$ cat src/jlsc_pkg.sv
// Package for the jerk-limited speed cap: widths, register indexes,
// shared structs and the 32-bit saturation helper. No dependencies.
`timescale 1ns / 1ps
package jlsc_pkg;

  localparam int SPEED_W    = 20;
  localparam int DT_W       = 20;
  localparam int LIM_W      = 18;
  localparam int JERK_W     = 20;
  localparam int ACC_W      = 32;
  localparam int CFG_IDX_W  = 3;
  localparam int CFG_DATA_W = 20;

  // shared multiply/divide unit
  localparam int MUL_A_W = 34;
  localparam int MUL_B_W = 22;
  localparam int PROD_W  = MUL_A_W + MUL_B_W;
  localparam int QUO_W   = PROD_W - 1;
  localparam int DIV_D_W = DT_W;

  localparam logic [DT_W-1:0] MICRO = DT_W'(1000000);

  localparam logic [CFG_IDX_W-1:0] CFG_ENABLE      = 3'd0;
  localparam logic [CFG_IDX_W-1:0] CFG_ACCEL_LIM   = 3'd1;
  localparam logic [CFG_IDX_W-1:0] CFG_DECEL_LIM   = 3'd2;
  localparam logic [CFG_IDX_W-1:0] CFG_JERK_LIM    = 3'd3;
  localparam logic [CFG_IDX_W-1:0] CFG_PATH_ACCEL  = 3'd4;
  localparam logic [CFG_IDX_W-1:0] CFG_PATH_DECEL  = 3'd5;
  localparam logic [CFG_IDX_W-1:0] CFG_VEH_ACCEL   = 3'd6;

  localparam logic [LIM_W-1:0] VEH_ACCEL_RST = LIM_W'(4096);

  typedef struct packed {
    logic              enable;
    logic [LIM_W-1:0]  accel_lim;
    logic [LIM_W-1:0]  decel_lim;
    logic [JERK_W-1:0] jerk_lim;
  } cfg_t;

  typedef struct packed {
    logic busy;
    logic done;
  } md_status_t;

  function automatic logic signed [ACC_W-1:0] sat32(input logic signed [PROD_W-1:0] v);
    logic [PROD_W-ACC_W:0] top;
    top = v[PROD_W-1:ACC_W-1];
    if ((&top) || !(|top)) begin
      return v[ACC_W-1:0];
    end else if (v[PROD_W-1]) begin
      return {1'b1, {(ACC_W-1){1'b0}}};
    end else begin
      return {1'b0, {(ACC_W-1){1'b1}}};
    end
  endfunction

endpackage

$ cat src/jerk_limited_speed_cap.sv
// Jerk-limited speed cap, top level: sequencer, working registers, config, shared muldiv.
// Pass-through words (disabled, no profile, invalid profile): result valid in the cycle after accept.
// Otherwise 1 to 6 multiply-divide operations (55 quotient bits, one per cycle) run before the
// result is valid. One word at a time, not ready while busy or while the result waits. Reset
// (async, active low) clears the stored acceleration and sets config to defaults. Depends on
// jlsc_pkg, jlsc_cfg_regs, jlsc_muldiv.
`timescale 1ns / 1ps
module jerk_limited_speed_cap (
  input  logic                                 clk_i,
  input  logic                                 rst_ni,
  input  logic                                 cfg_we_i,
  input  logic [jlsc_pkg::CFG_IDX_W-1:0]        cfg_index_i,
  input  logic [jlsc_pkg::CFG_DATA_W-1:0]       cfg_data_i,
  input  logic                                 in_valid_i,
  output logic                                 in_ready_o,
  input  logic signed [jlsc_pkg::SPEED_W-1:0]   command_speed_i,
  input  logic signed [jlsc_pkg::SPEED_W-1:0]   previous_speed_i,
  input  logic        [jlsc_pkg::DT_W-1:0]      tick_length_i,
  input  logic                                 profile_present_i,
  input  logic                                 profile_valid_i,
  input  logic signed [jlsc_pkg::SPEED_W-1:0]   profile_speed_here_i,
  input  logic signed [jlsc_pkg::SPEED_W-1:0]   profile_speed_ahead_i,
  output logic                                 out_valid_o,
  input  logic                                 out_ready_i,
  output logic signed [jlsc_pkg::SPEED_W-1:0]   capped_speed_o,
  output logic                                 applied_o,
  output logic                                 active_o,
  output logic signed [jlsc_pkg::SPEED_W-1:0]   profile_speed_used_o,
  output logic signed [jlsc_pkg::ACC_W-1:0]     implied_accel_o,
  output logic signed [jlsc_pkg::ACC_W-1:0]     jerk_rate_o,
  output logic                                 jerk_valid_o
);
  import jlsc_pkg::*;

  localparam logic [2:0] S_IDLE = 3'd0;
  localparam logic [2:0] S_STEP = 3'd1;
  localparam logic [2:0] S_ACC  = 3'd2;
  localparam logic [2:0] S_MD   = 3'd3;
  localparam logic [2:0] S_LIM  = 3'd4;
  localparam logic [2:0] S_JRK  = 3'd5;
  localparam logic [2:0] S_OUT  = 3'd6;

  cfg_t       cfg;
  md_status_t md_st;

  logic [2:0] state_q, state_d;
  logic       issue_q, issue_d;
  logic       second_q, second_d;
  logic       applied_q, applied_d;
  logic       jv_q, jv_d;
  logic       have_last_q, have_last_d;
  logic signed [ACC_W-1:0]   last_q, last_d;

  logic signed [SPEED_W-1:0] cmd_q, cmd_d, prev_q, prev_d, prof_q, prof_d;
  logic signed [SPEED_W-1:0] target_q, target_d, capped_q, capped_d;
  logic [DT_W-1:0]           dt_q, dt_d;
  logic signed [ACC_W-1:0]   accel_q, accel_d, jerk_q, jerk_d;
  logic signed [MUL_A_W-1:0] lim_q, lim_d;

  logic signed [MUL_A_W-1:0] op_a;
  logic signed [MUL_B_W-1:0] op_b;
  logic [DIV_D_W-1:0]        op_d;
  logic signed [PROD_W-1:0]  res;

  // input side
  logic signed [SPEED_W-1:0] prof_in, min_in, target_in, prev_in;
  logic [DT_W-1:0]           div_w;
  logic                      long_tick, jerk_on;

  // result side
  logic signed [21:0]        tgt22, prv22, step22, diff22, mn22;
  logic signed [MUL_A_W-1:0] md34, lo34, hi34, acc34, mnv34;
  logic signed [PROD_W-1:0]  x56, x0, prof56;
  logic signed [ACC_W-1:0]   sat_res;

  jlsc_cfg_regs u_cfg (
    .clk_i      (clk_i),
    .rst_ni     (rst_ni),
    .cfg_we_i   (cfg_we_i),
    .cfg_index_i(cfg_index_i),
    .cfg_data_i (cfg_data_i),
    .cfg_o      (cfg)
  );

  jlsc_muldiv u_md (
    .clk_i   (clk_i),
    .rst_ni  (rst_ni),
    .start_i (issue_q && state_q != S_IDLE && state_q != S_OUT),
    .a_i     (op_a),
    .b_i     (op_b),
    .d_i     (op_d),
    .status_o(md_st),
    .q_o     (res)
  );

  always_comb begin
    prof_in = profile_speed_here_i;
    if (profile_speed_here_i <= 0) begin
      prof_in = (profile_speed_ahead_i > profile_speed_here_i) ? profile_speed_ahead_i
                                                               : profile_speed_here_i;
    end
    min_in    = (command_speed_i < prof_in) ? command_speed_i : prof_in;
    target_in = (min_in < 0) ? '0 : min_in;
    prev_in   = (previous_speed_i < 0) ? '0 : previous_speed_i;
  end

  assign long_tick = dt_q > DT_W'(1);
  assign div_w     = long_tick ? dt_q : DT_W'(1);
  assign jerk_on   = (cfg.jerk_lim != '0) && have_last_q;

  // operand select for the shared unit
  always_comb begin
    op_a = '0;
    op_b = $signed(MUL_B_W'(MICRO));
    op_d = MICRO;
    case (state_q)
      S_STEP: begin
        op_a = (target_q >= prev_q) ? $signed(MUL_A_W'(cfg.accel_lim))
                                    : $signed(MUL_A_W'(cfg.decel_lim));
        op_b = $signed(MUL_B_W'(dt_q));
      end
      S_ACC: begin
        op_a = MUL_A_W'(capped_q) - MUL_A_W'(prev_q);
        op_d = div_w;
      end
      S_MD: begin
        op_a = $signed(MUL_A_W'(cfg.jerk_lim));
        op_b = $signed(MUL_B_W'(dt_q));
      end
      S_LIM: begin
        op_a = lim_q;
        op_b = $signed(MUL_B_W'(dt_q));
      end
      S_JRK: begin
        op_a = MUL_A_W'(accel_q) - MUL_A_W'(last_q);
        op_d = div_w;
      end
      default: ;
    endcase
  end

  // result arithmetic
  always_comb begin
    tgt22   = 22'(target_q);
    prv22   = 22'(prev_q);
    step22  = $signed({1'b0, res[20:0]});
    diff22  = (target_q >= prev_q) ? (tgt22 - prv22) : (prv22 - tgt22);
    mn22    = (diff22 < step22) ? diff22 : step22;
    md34    = $signed({{(MUL_A_W-21){1'b0}}, res[20:0]});
    lo34    = MUL_A_W'(last_q) - md34;
    hi34    = MUL_A_W'(last_q) + md34;
    acc34   = MUL_A_W'(accel_q);
    mnv34   = (hi34 < acc34) ? hi34 : acc34;
    x56     = PROD_W'(prev_q) + res;
    x0      = (x56 < 0) ? '0 : x56;
    prof56  = PROD_W'(prof_q);
    sat_res = sat32(res);
  end

  always_comb begin
    state_d     = state_q;
    issue_d     = issue_q;
    second_d    = second_q;
    applied_d   = applied_q;
    jv_d        = jv_q;
    have_last_d = have_last_q;
    last_d      = last_q;
    cmd_d       = cmd_q;
    prev_d      = prev_q;
    prof_d      = prof_q;
    target_d    = target_q;
    capped_d    = capped_q;
    dt_d        = dt_q;
    accel_d     = accel_q;
    jerk_d      = jerk_q;
    lim_d       = lim_q;
    if (issue_q && state_q != S_IDLE && state_q != S_OUT) begin
      issue_d = 1'b0;
    end
    case (state_q)
      S_IDLE: begin
        if (in_valid_i) begin
          cmd_d     = command_speed_i;
          prev_d    = prev_in;
          prof_d    = prof_in;
          target_d  = target_in;
          dt_d      = tick_length_i;
          capped_d  = command_speed_i;
          accel_d   = '0;
          jerk_d    = '0;
          jv_d      = 1'b0;
          applied_d = 1'b0;
          second_d  = 1'b0;
          if (!cfg.enable || !profile_present_i) begin
            have_last_d = 1'b0;
            last_d      = '0;
            state_d     = S_OUT;
          end else if (!profile_valid_i) begin
            state_d = S_OUT;
          end else begin
            applied_d = 1'b1;
            jv_d      = have_last_q;
            capped_d  = target_in;
            issue_d   = 1'b1;
            state_d   = (tick_length_i > DT_W'(1)) ? S_STEP : S_ACC;
          end
        end
      end
      S_STEP: begin
        if (md_st.done) begin
          capped_d = (target_q >= prev_q) ? SPEED_W'(prv22 + mn22) : SPEED_W'(prv22 - mn22);
          issue_d  = 1'b1;
          state_d  = S_ACC;
        end
      end
      S_ACC: begin
        if (md_st.done) begin
          accel_d = sat_res;
          issue_d = 1'b1;
          if (!second_q && jerk_on) begin
            if (long_tick) begin
              state_d = S_MD;
            end else begin
              lim_d   = MUL_A_W'(sat_res);
              state_d = S_LIM;
            end
          end else if (have_last_q) begin
            state_d = S_JRK;
          end else begin
            last_d      = sat_res;
            have_last_d = 1'b1;
            state_d     = S_OUT;
          end
        end
      end
      S_MD: begin
        if (md_st.done) begin
          lim_d   = (mnv34 > lo34) ? mnv34 : lo34;
          issue_d = 1'b1;
          state_d = S_LIM;
        end
      end
      S_LIM: begin
        if (md_st.done) begin
          capped_d = (x0 > prof56) ? prof_q : x0[SPEED_W-1:0];
          second_d = 1'b1;
          issue_d  = 1'b1;
          state_d  = S_ACC;
        end
      end
      S_JRK: begin
        if (md_st.done) begin
          jerk_d      = sat_res;
          last_d      = accel_q;
          have_last_d = 1'b1;
          state_d     = S_OUT;
        end
      end
      S_OUT: begin
        if (out_ready_i) begin
          state_d = S_IDLE;
        end
      end
      default: state_d = S_IDLE;
    endcase
  end

  always_ff @(posedge clk_i or negedge rst_ni) begin
    if (!rst_ni) begin
      state_q     <= S_IDLE;
      issue_q     <= 1'b0;
      second_q    <= 1'b0;
      applied_q   <= 1'b0;
      jv_q        <= 1'b0;
      have_last_q <= 1'b0;
      last_q      <= '0;
    end else begin
      state_q     <= state_d;
      issue_q     <= issue_d;
      second_q    <= second_d;
      applied_q   <= applied_d;
      jv_q        <= jv_d;
      have_last_q <= have_last_d;
      last_q      <= last_d;
    end
  end

  always_ff @(posedge clk_i) begin
    cmd_q    <= cmd_d;
    prev_q   <= prev_d;
    prof_q   <= prof_d;
    target_q <= target_d;
    capped_q <= capped_d;
    dt_q     <= dt_d;
    accel_q  <= accel_d;
    jerk_q   <= jerk_d;
    lim_q    <= lim_d;
  end

  assign in_ready_o           = state_q == S_IDLE;
  assign out_valid_o          = state_q == S_OUT;
  assign capped_speed_o       = capped_q;
  assign applied_o            = applied_q;
  assign active_o             = applied_q && ((cmd_q != capped_q) || (cmd_q != target_q));
  assign profile_speed_used_o = applied_q ? prof_q : '0;
  assign implied_accel_o      = accel_q;
  assign jerk_rate_o          = jerk_q;
  assign jerk_valid_o         = jv_q;

  a_no_overlap: assert property (@(posedge clk_i) disable iff (!rst_ni)
    out_valid_o |-> !in_ready_o)
    else $error("ready while a result word is pending");
  a_busy_after_accept: assert property (@(posedge clk_i) disable iff (!rst_ni)
    (in_valid_i && in_ready_o) |=> !in_ready_o)
    else $error("ready right after accepting a word");
  a_jv_applied: assert property (@(posedge clk_i) disable iff (!rst_ni)
    (out_valid_o && jerk_valid_o) |-> applied_o)
    else $error("jerk flagged valid on a pass-through word");
  a_md_idle: assert property (@(posedge clk_i) disable iff (!rst_ni)
    (state_q == S_IDLE) |-> !md_st.busy)
    else $error("muldiv busy while sequencer idle");

endmodule

$ cat src/jlsc_cfg_regs.sv
// Configuration register file with limit fallback resolution.
// Depends on jlsc_pkg.
`timescale 1ns / 1ps
module jlsc_cfg_regs (
  input  logic                           clk_i,
  input  logic                           rst_ni,
  input  logic                           cfg_we_i,
  input  logic [jlsc_pkg::CFG_IDX_W-1:0]  cfg_index_i,
  input  logic [jlsc_pkg::CFG_DATA_W-1:0] cfg_data_i,
  output jlsc_pkg::cfg_t                 cfg_o
);
  import jlsc_pkg::*;

  logic              enable_q;
  logic [LIM_W-1:0]  accel_set_q, decel_set_q, path_accel_q, path_decel_q, veh_accel_q;
  logic [JERK_W-1:0] jerk_set_q;
  logic [LIM_W-1:0]  alim, dlim;

  always_ff @(posedge clk_i or negedge rst_ni) begin
    if (!rst_ni) begin
      enable_q     <= 1'b0;
      accel_set_q  <= '0;
      decel_set_q  <= '0;
      jerk_set_q   <= '0;
      path_accel_q <= '0;
      path_decel_q <= '0;
      veh_accel_q  <= VEH_ACCEL_RST;
    end else if (cfg_we_i) begin
      case (cfg_index_i)
        CFG_ENABLE:     enable_q     <= cfg_data_i[0];
        CFG_ACCEL_LIM:  accel_set_q  <= cfg_data_i[LIM_W-1:0];
        CFG_DECEL_LIM:  decel_set_q  <= cfg_data_i[LIM_W-1:0];
        CFG_JERK_LIM:   jerk_set_q   <= cfg_data_i[JERK_W-1:0];
        CFG_PATH_ACCEL: path_accel_q <= cfg_data_i[LIM_W-1:0];
        CFG_PATH_DECEL: path_decel_q <= cfg_data_i[LIM_W-1:0];
        CFG_VEH_ACCEL:  veh_accel_q  <= cfg_data_i[LIM_W-1:0];
        default: ;
      endcase
    end
  end

  always_comb begin
    if (accel_set_q != '0) begin
      alim = accel_set_q;
    end else if (path_accel_q != '0) begin
      alim = path_accel_q;
    end else if (veh_accel_q != '0) begin
      alim = veh_accel_q;
    end else begin
      alim = LIM_W'(1);
    end
    if (decel_set_q != '0) begin
      dlim = decel_set_q;
    end else if (path_decel_q != '0) begin
      dlim = path_decel_q;
    end else begin
      dlim = alim;
    end
  end

  assign cfg_o.enable    = enable_q;
  assign cfg_o.accel_lim = alim;
  assign cfg_o.decel_lim = dlim;
  assign cfg_o.jerk_lim  = jerk_set_q;

endmodule

$ cat src/jlsc_muldiv.sv
// Shared multiply-then-divide unit: q = trunc(a * b / d), one quotient bit per cycle.
// Depends on jlsc_pkg. Operands must hold from start until done.
`timescale 1ns / 1ps
module jlsc_muldiv (
  input  logic                               clk_i,
  input  logic                               rst_ni,
  input  logic                               start_i,
  input  logic signed [jlsc_pkg::MUL_A_W-1:0] a_i,
  input  logic signed [jlsc_pkg::MUL_B_W-1:0] b_i,
  input  logic        [jlsc_pkg::DIV_D_W-1:0] d_i,
  output jlsc_pkg::md_status_t               status_o,
  output logic signed [jlsc_pkg::PROD_W-1:0]  q_o
);
  import jlsc_pkg::*;

  localparam int CNT_W = $clog2(QUO_W + 1);

  localparam logic [2:0] P_IDLE  = 3'd0;
  localparam logic [2:0] P_MUL   = 3'd1;
  localparam logic [2:0] P_SETUP = 3'd2;
  localparam logic [2:0] P_DIV   = 3'd3;
  localparam logic [2:0] P_DONE  = 3'd4;

  logic [2:0]               phase_q, phase_d;
  logic [CNT_W-1:0]         cnt_q, cnt_d;
  logic signed [PROD_W-1:0] prod_q, prod_d;
  logic                     neg_q, neg_d;
  logic [QUO_W-1:0]         n_q, n_d;
  logic [DIV_D_W-1:0]       r_q, r_d;

  logic signed [PROD_W-1:0] prod;
  logic [PROD_W-1:0]        mag;
  logic [DIV_D_W:0]         rs, rn;
  logic                     ge;

  assign prod = a_i * b_i;
  assign mag  = prod_q[PROD_W-1] ? PROD_W'(-prod_q) : PROD_W'(prod_q);
  assign rs   = {r_q, n_q[QUO_W-1]};
  assign ge   = rs >= {1'b0, d_i};
  assign rn   = ge ? (rs - {1'b0, d_i}) : rs;

  always_comb begin
    phase_d = phase_q;
    cnt_d   = cnt_q;
    prod_d  = prod_q;
    neg_d   = neg_q;
    n_d     = n_q;
    r_d     = r_q;
    case (phase_q)
      P_IDLE: begin
        if (start_i) begin
          phase_d = P_MUL;
        end
      end
      P_MUL: begin
        prod_d  = prod;
        phase_d = P_SETUP;
      end
      P_SETUP: begin
        neg_d   = prod_q[PROD_W-1];
        n_d     = mag[QUO_W-1:0];
        r_d     = '0;
        cnt_d   = CNT_W'(QUO_W);
        phase_d = P_DIV;
      end
      P_DIV: begin
        r_d   = rn[DIV_D_W-1:0];
        n_d   = {n_q[QUO_W-2:0], ge};
        cnt_d = cnt_q - CNT_W'(1);
        if (cnt_q == CNT_W'(1)) begin
          phase_d = P_DONE;
        end
      end
      P_DONE: begin
        phase_d = P_IDLE;
      end
      default: phase_d = P_IDLE;
    endcase
  end

  always_ff @(posedge clk_i or negedge rst_ni) begin
    if (!rst_ni) begin
      phase_q <= P_IDLE;
      cnt_q   <= '0;
    end else begin
      phase_q <= phase_d;
      cnt_q   <= cnt_d;
    end
  end

  always_ff @(posedge clk_i) begin
    prod_q <= prod_d;
    neg_q  <= neg_d;
    n_q    <= n_d;
    r_q    <= r_d;
  end

  assign q_o = neg_q ? -$signed({1'b0, n_q}) : $signed({1'b0, n_q});
  assign status_o.busy = phase_q != P_IDLE;
  assign status_o.done = phase_q == P_DONE;

  a_div_count: assert property (@(posedge clk_i) disable iff (!rst_ni)
    (phase_q == P_DIV) |-> (cnt_q != '0))
    else $error("divider running with zero count");
  a_setup_seq: assert property (@(posedge clk_i) disable iff (!rst_ni)
    (phase_q == P_MUL) |=> (phase_q == P_SETUP))
    else $error("multiply not followed by setup");
  a_done_pulse: assert property (@(posedge clk_i) disable iff (!rst_ni)
    status_o.done |=> !status_o.done)
    else $error("done held longer than one cycle");

endmodule

$ cat config.mk
export PLATFORM = sky130hd
export DESIGN_NAME = jerk_limited_speed_cap
export DESIGN_NICKNAME = d
export VERILOG_FILES = /design/src/jlsc_pkg.sv /design/src/jerk_limited_speed_cap.sv /design/src/jlsc_cfg_regs.sv /design/src/jlsc_muldiv.sv
export SDC_FILE = /design/constraint.sdc
export NUM_CORES = 2
export LEC_CHECK = 0
export BUFFER_PORTS_ARGS = -buffer_cell sky130_fd_sc_hd__clkbuf_2
export CAP_MARGIN = 30
export CORE_AREA = 2 2 394 396
export CTS_CLUSTER_DIAMETER = 150
export DETAILED_ROUTE_END_ITERATION = 8
export DIE_AREA = 0 0 396 398
export REMOVE_ABC_BUFFERS = 1
export SYNTH_ARGS = -nofsm -noshare
export SYNTH_HDL_FRONTEND = slang
export SYNTH_HIERARCHICAL = 1
export SYNTH_SLANG_ARGS = --single-unit
$ cat constraint.sdc
create_clock -name clk_i -period 11 [get_ports clk_i]
set_input_delay 1.1 -clock clk_i [delete_from_list [all_inputs] [get_ports clk_i]]
set_output_delay 1.1 -clock clk_i [all_outputs]
set_load 0.01 [all_outputs]
# Yosys cells after proc, flatten, opt, wreduce, memory -nomap -nowiden
# Index checks and enable logic that the tools add are counted.
dict set report totals {
  wordCells 230
  reg_bits 509
  in_bits 130
}
dict set report op_classes {
  n_mux 86
  order_cmp 14
  reduce_logical 52
  addsub 13
  multipliers 1
  eq_ne 35
}
# operator count
set op_table {}
lappend op_table {{$mux 20} 17}
lappend op_table {{$mux 32} 10}
lappend op_table {{$mux 34} 6}
lappend op_table {{$pmux 34 s5} 1}
lappend op_table {{$pmux 32 s2} 2}
lappend op_table {{$mux 56} 2}
lappend op_table {{$pmux 55 s2} 1}
lappend op_table {{$mux 18} 6}
lappend op_table {{$pmux 32 s3} 1}
lappend op_table {{$reduce_bool 18->1} 5}
lappend op_table {{$pmux 34 s2} 1}
lappend op_table {{$sub 20x20->21} 3}
lappend op_table {{$pmux 20 s3} 1}
lappend op_table {{$add 20x56->56} 1}
lappend op_table {{$gt 56x20->1} 1}
lappend op_table {{$lt 56x1->1 const B} 1}
lappend op_table {{$neg 55->56} 1}
lappend op_table {{$mul 34x21->55} 1}
lappend op_table {{$mux 55} 1}
lappend op_table {{$neg 55->55} 1}
lappend op_table {{$gt 20x1->1 const B} 2}
lappend op_table {{$lt 20x1->1 const B} 2}
lappend op_table {{$ne 20x20->1} 2}
lappend op_table {{$pmux 20 s2} 1}
lappend op_table {{48 further kinds} 131}

# Logic depth before layout (Yosys ltp)
dict set report depth {
  word_depth 11
  depth_mapped 45
  ltp_nobuf 43
}

# Modules after synthesis
# The synthesis kept the hierarchy.
# mod seq_area_each_um2 area_per_inst_um2 n_inst cells_per_inst
set modules_own_cells {}
lappend modules_own_cells {jlsc_muldiv 4189.0 34504.3 1 3727}
lappend modules_own_cells {jerk_limited_speed_cap 7487.2 29203.0 1 3554}
lappend modules_own_cells {jlsc_cfg_regs 2778.9 4968.5 1 340}

# Worst setup path before layout
# No wires, ideal clock.
dict set report synth_timing {
  path_type {flip-flop to flip-flop}
  from {register prev_q[1]}
  to {register u_md.prod_q[48] (data pin)}
  t_arrival_ns 9.544
  n_path_buf 4
  stages_incl_launch_ff 37
  required_time_ns 10.738
  path_slack_ns 1.194
  path_cell_list {edfxtp_1 > inv_1 > ha_1 > nand3b_1 > a211oi_2 > or3_4 > a21o_1 > buf_4 > a21oi_4 > clkbuf_1 > buf_1 > mux2i_1 > o221ai_1 > clkbuf_1 > nand2_1 > fa_1 > fa_1 > inv_1 > fa_1 > inv_1 > fa_1 > inv_1 > fa_1 > fa_1 > inv_1 > fa_1 > inv_1 > ha_1 > a21oi_1 > o21ai_0 > a311oi_1 > or3b_2 > a21oi_1 > nor2_1 > a311oi_1 > o21bai_1 > xor2_1}
}
dict set report synth_between {
  elab_chain_cells 4
  word_cells_on_any_way 5
  classes_between {1 x add/sub; 1 x mul; 1 x order compare; 2 x mux}
}
# element line
set synth_rtl {}
lappend synth_rtl {{from (decl)} jerk_limited_speed_cap.sv:54} ;# logic signed [SPEED_W-1:0] cmd_q, cmd_d, prev_q, prev_d, prof_q, prof_d;
lappend synth_rtl {{from (signal assigned)} jerk_limited_speed_cap.sv:290} ;# prev_q <= prev_d;
lappend synth_rtl {{$ge 20x20->1} jerk_limited_speed_cap.sv:118} ;# op_a = (target_q >= prev_q) ? $signed(MUL_A_W'(cfg.accel_lim))
lappend synth_rtl {{$mux 18} jerk_limited_speed_cap.sv:118}
lappend synth_rtl {{$pmux 34 s5 (*)} jerk_limited_speed_cap.sv:116} ;# case (state_q)
lappend synth_rtl {{named net op_a[10]} jerk_limited_speed_cap.sv:60} ;# logic signed [MUL_A_W-1:0] op_a;
lappend synth_rtl {{$mul 34x21->55 (*)} jlsc_muldiv.sv:36} ;# assign prod = a_i * b_i;
lappend synth_rtl {{named net u_md.prod[48]} jlsc_muldiv.sv:31} ;# logic signed [PROD_W-1:0] prod;
lappend synth_rtl {{to (signal assigned)} jlsc_muldiv.sv:92} ;# prod_q <= prod_d;
lappend synth_rtl {{to (decl)} jlsc_muldiv.sv:26} ;# logic signed [PROD_W-1:0] prod_q, prod_d;
# Mark *: on every way through the listed nets, which the timed path passes. The rest lies on a longest branch.
# A chain may end at the register's enable or synchronous reset.

# Worst setup path in the final report
dict set report layout_timing {
  from {register capped_q[0], in the netlist capped_speed_o[0]}
  to {register u_md.prod_q[48] (data pin)}
}
dict set report layout_between {
  elab_chain_cells 3
}
# element line
set layout_rtl {}
lappend layout_rtl {{from (decl)} jerk_limited_speed_cap.sv:55} ;# logic signed [SPEED_W-1:0] target_q, target_d, capped_q, capped_d;
lappend layout_rtl {{from (signal assigned)} jerk_limited_speed_cap.sv:293} ;# capped_q <= capped_d;
lappend layout_rtl {{$sub 20x20->21} jerk_limited_speed_cap.sv:123} ;# op_a = MUL_A_W'(capped_q) - MUL_A_W'(prev_q);
lappend layout_rtl {{$pmux 34 s5} jerk_limited_speed_cap.sv:116}
lappend layout_rtl {{named net op_a[21]} jerk_limited_speed_cap.sv:60}
lappend layout_rtl {{$mul 34x21->55} jlsc_muldiv.sv:36}
lappend layout_rtl {{named net u_md.prod[48]} jlsc_muldiv.sv:31}
# The timed path passes the listed nets, and every way through them passes these cells.

==> impl_metrics.json <==
{
  "run_status": "complete, no violations",
  "yosysWarningCount": 6,
  "ant_nets": 0,
  "area_growth_pct": 9.89,
  "ir_worst_vdd_uv": 175,
  "hold_path_class": "in -> async",
  "cts_buffers": 57,
  "postSynthAreaPerCell_um2": 9.01,
  "drcViolationCount": 0,
  "htreeDepth": 2,
  "max_freq_mhz": 95.2,
  "relSlewSlack": 0.303,
  "r2r_slack_ns": 0.50,
  "clk_latency_ns": 0.70,
  "clockBufferDepth": 3,
  "reg2reg_from": "capped_speed_o[0]$_DFFE_PP_",
  "power_leakage_uw": 0.0352,
  "worst_clock_skew_ns": 0.0676,
  "ioPinCount": 239,
  "fp-row-count": 144,
  "initial_core_util": 0.448,
  "gp_congestion": 0.966,
  "cp_data_required_time_ns": 11.39,
  "final_cell_area_um2": 75500,
  "die_y_um": 398,
  "cpMaxStageDelayCell": "fa_1",
  "period_share": 0.954,
  "grt_max_degree": 101,
  "crit_arrival_ns": 10.89,
  "tightest_slew_ns": 1.02,
  "vias": 56400,
  "place_hpwl_um": 185000,
  "start_kind": "flip-flop",
  "antenna_found_initial": 5,
  "fin_cells": 9939,
  "clk_pin_slew_ns": 0.07,
  "grt_overflow": 0,
  "p_per_area_nw_per_um2": 135,
  "ctsRootBufferMaster": "clkbuf_16",
  "syn_area_um2": 68700,
  "hold_violations": 0,
  "final_layout_size_suffix_gt1_frac": 0.110,
  "fin_ws_ns": 0.501,
  "dieArea_um2": 158000,
  "globalRouteTotalUtil": 0.283,
  "maxCapViolCount": 0,
  "nNetsFinal": 9293,
  "hold_ws_ns": 0.294,
  "core-area_um2": 153000,
  "first_global_vias": 56600,
  "place_area_um2": 73400,
  "final_max_slew_viol_count": 0,
  "cts_tree": "yes",
  "crit_path_max_fanout": 21,
  "numPortBuffers": 238,
  "wl_um": 225000,
  "critPathTopFamily": "adder cells",
  "crit_type": "reg -> reg",
  "setup_tns_ns": 0,
  "path_buf_inv": 10,
  "crit_path_end_kind": "flip-flop",
  "pre_cts_slack_ns": -0.0280,
  "drtIter0Drc": 4608,
  "clkSinkCount": 508,
  "die_w_um": 396,
  "setup_viol": 0,
  "firstDrtPassIters": 6,
  "ctsHoldBuffers": 0,
  "dp.cells": 9821,
  "cpPeakStageDelay_ns": 0.55,
  "grt_pass1_wl_um": 344000,
  "worstSetupStartpoint": "capped_speed_o[0]$_DFFE_PP_",
  "cp_common_cell": "fa_1",
  "fin_crit_ns": 10.50,
  "wl_per_cell_um": 22.7,
  "synth_cells": 7620,
  "vias_per_cell": 5.67
}
==> layout make-up <==
type / count / area [µm²]
flip-flops and latches: 508 / 14500
fillers: 14800 / 77900
well taps: 2044 / 2560
inverters: 1053 / 3960
clock buffers: 71 / 1540
diodes: 2 / 5.00
multi-input cells: 5726 / 49300
clock inverters: 37 / 318
repair buffers: 498 / 3370
==> where the power goes <==
group          switching, µW  leakage (µW)  internal, µW
logic                   3340        0.0293          2410
registers                187       0.00504          2300
clock network            868      0.000915          1070
total                   4400        0.0352          5780
==> worst paths after layout <==
| path | endpoint | depth (start not counted) |
|---|---|---|
| worst max-delay path | u_md/prod_q[48]$_DFFE_PP_ | 42 |
| worst min-delay path | last_q[1]$_DFFE_PN0P_ | 1 |
| worst max register to register | u_md/prod_q[48]$_DFFE_PP_ | 42 |
| worst min register to register | u_cfg/accel_set_q[10]$_DFFE_PN0P_ | 1 |
| max in group asynchronous | u_md/phase_q[1]$_DFFE_PN0P_ | 3 |
| min in group clk_i | u_cfg/accel_set_q[10]$_DFFE_PN0P_ | 1 |
==> metal layers <==
layer / wire length [µm] / global-route usage / vias up
li1: - / - / 26000
met1: 93500 / 0.369 / 28200
met2: 108000 / 0.479 / 1828
met3: 14100 / 0.0392 / 369
met4: 9290 / 0.107 / 0
met5: 0 / 0 / -
==> metrics by stage <==
stage                     power (µW)   util
after floorplan                 6370      -
after global placement          8100  0.478
after detailed placement        8150  0.479
after CTS                      10100  0.491
after global routing           10900  0.492
final                          10200  0.492
==> flip-flops by register name, indices dropped and copies added, names as in the netlist, 18 cells and up <==
| name | count |
|---|---|
| u_md/n_q | 55 |
| u_cfg/path_decel_q | 18 |
| prev_q | 20 |
| u_cfg/jerk_set_q | 20 |
| dt_q | 20 |
| implied_accel_o | 32 |
| u_cfg/path_accel_q | 18 |
| u_cfg/accel_set_q | 18 |
| capped_speed_o | 20 |
| u_md/prod_q | 56 |
| prof_q | 20 |
| u_cfg/decel_set_q | 18 |
| jerk_rate_o | 32 |
| cmd_q | 20 |
| u_md/r_q | 20 |
| last_q | 32 |
| u_cfg/veh_accel_q | 18 |
| lim_q | 33 |
| target_q | 19 |
==> layout by cell type (no fill, tap or decap), types with 152 or more instances in the layout <==
cell	instances
edfxtp_1	348
o21ai_0	295
xor2_1	152
and2_1	358
buf_4	238
a21o_1	175
dfrtp_1	159
ha_1	568
inv_1	1048
a21oi_1	444
nor2_1	436
fa_1	749
xnor2_1	231
clkbuf_2	237
nand2_1	792
==> what timing repair did <==
| action | 4_1_cts | 5_1_grt |
|---|---|---|
| hold endpoints to repair | 0 | 0 |
| endpoints found under the setup margin | 3 | 27 |
| resized for setup | 1 | 35 |
| cloned | 0 | 0 |
| buffers inserted | 0 | 7 |
| pin swaps | 0 | 8 |
(Power assumes the default switching activity.)
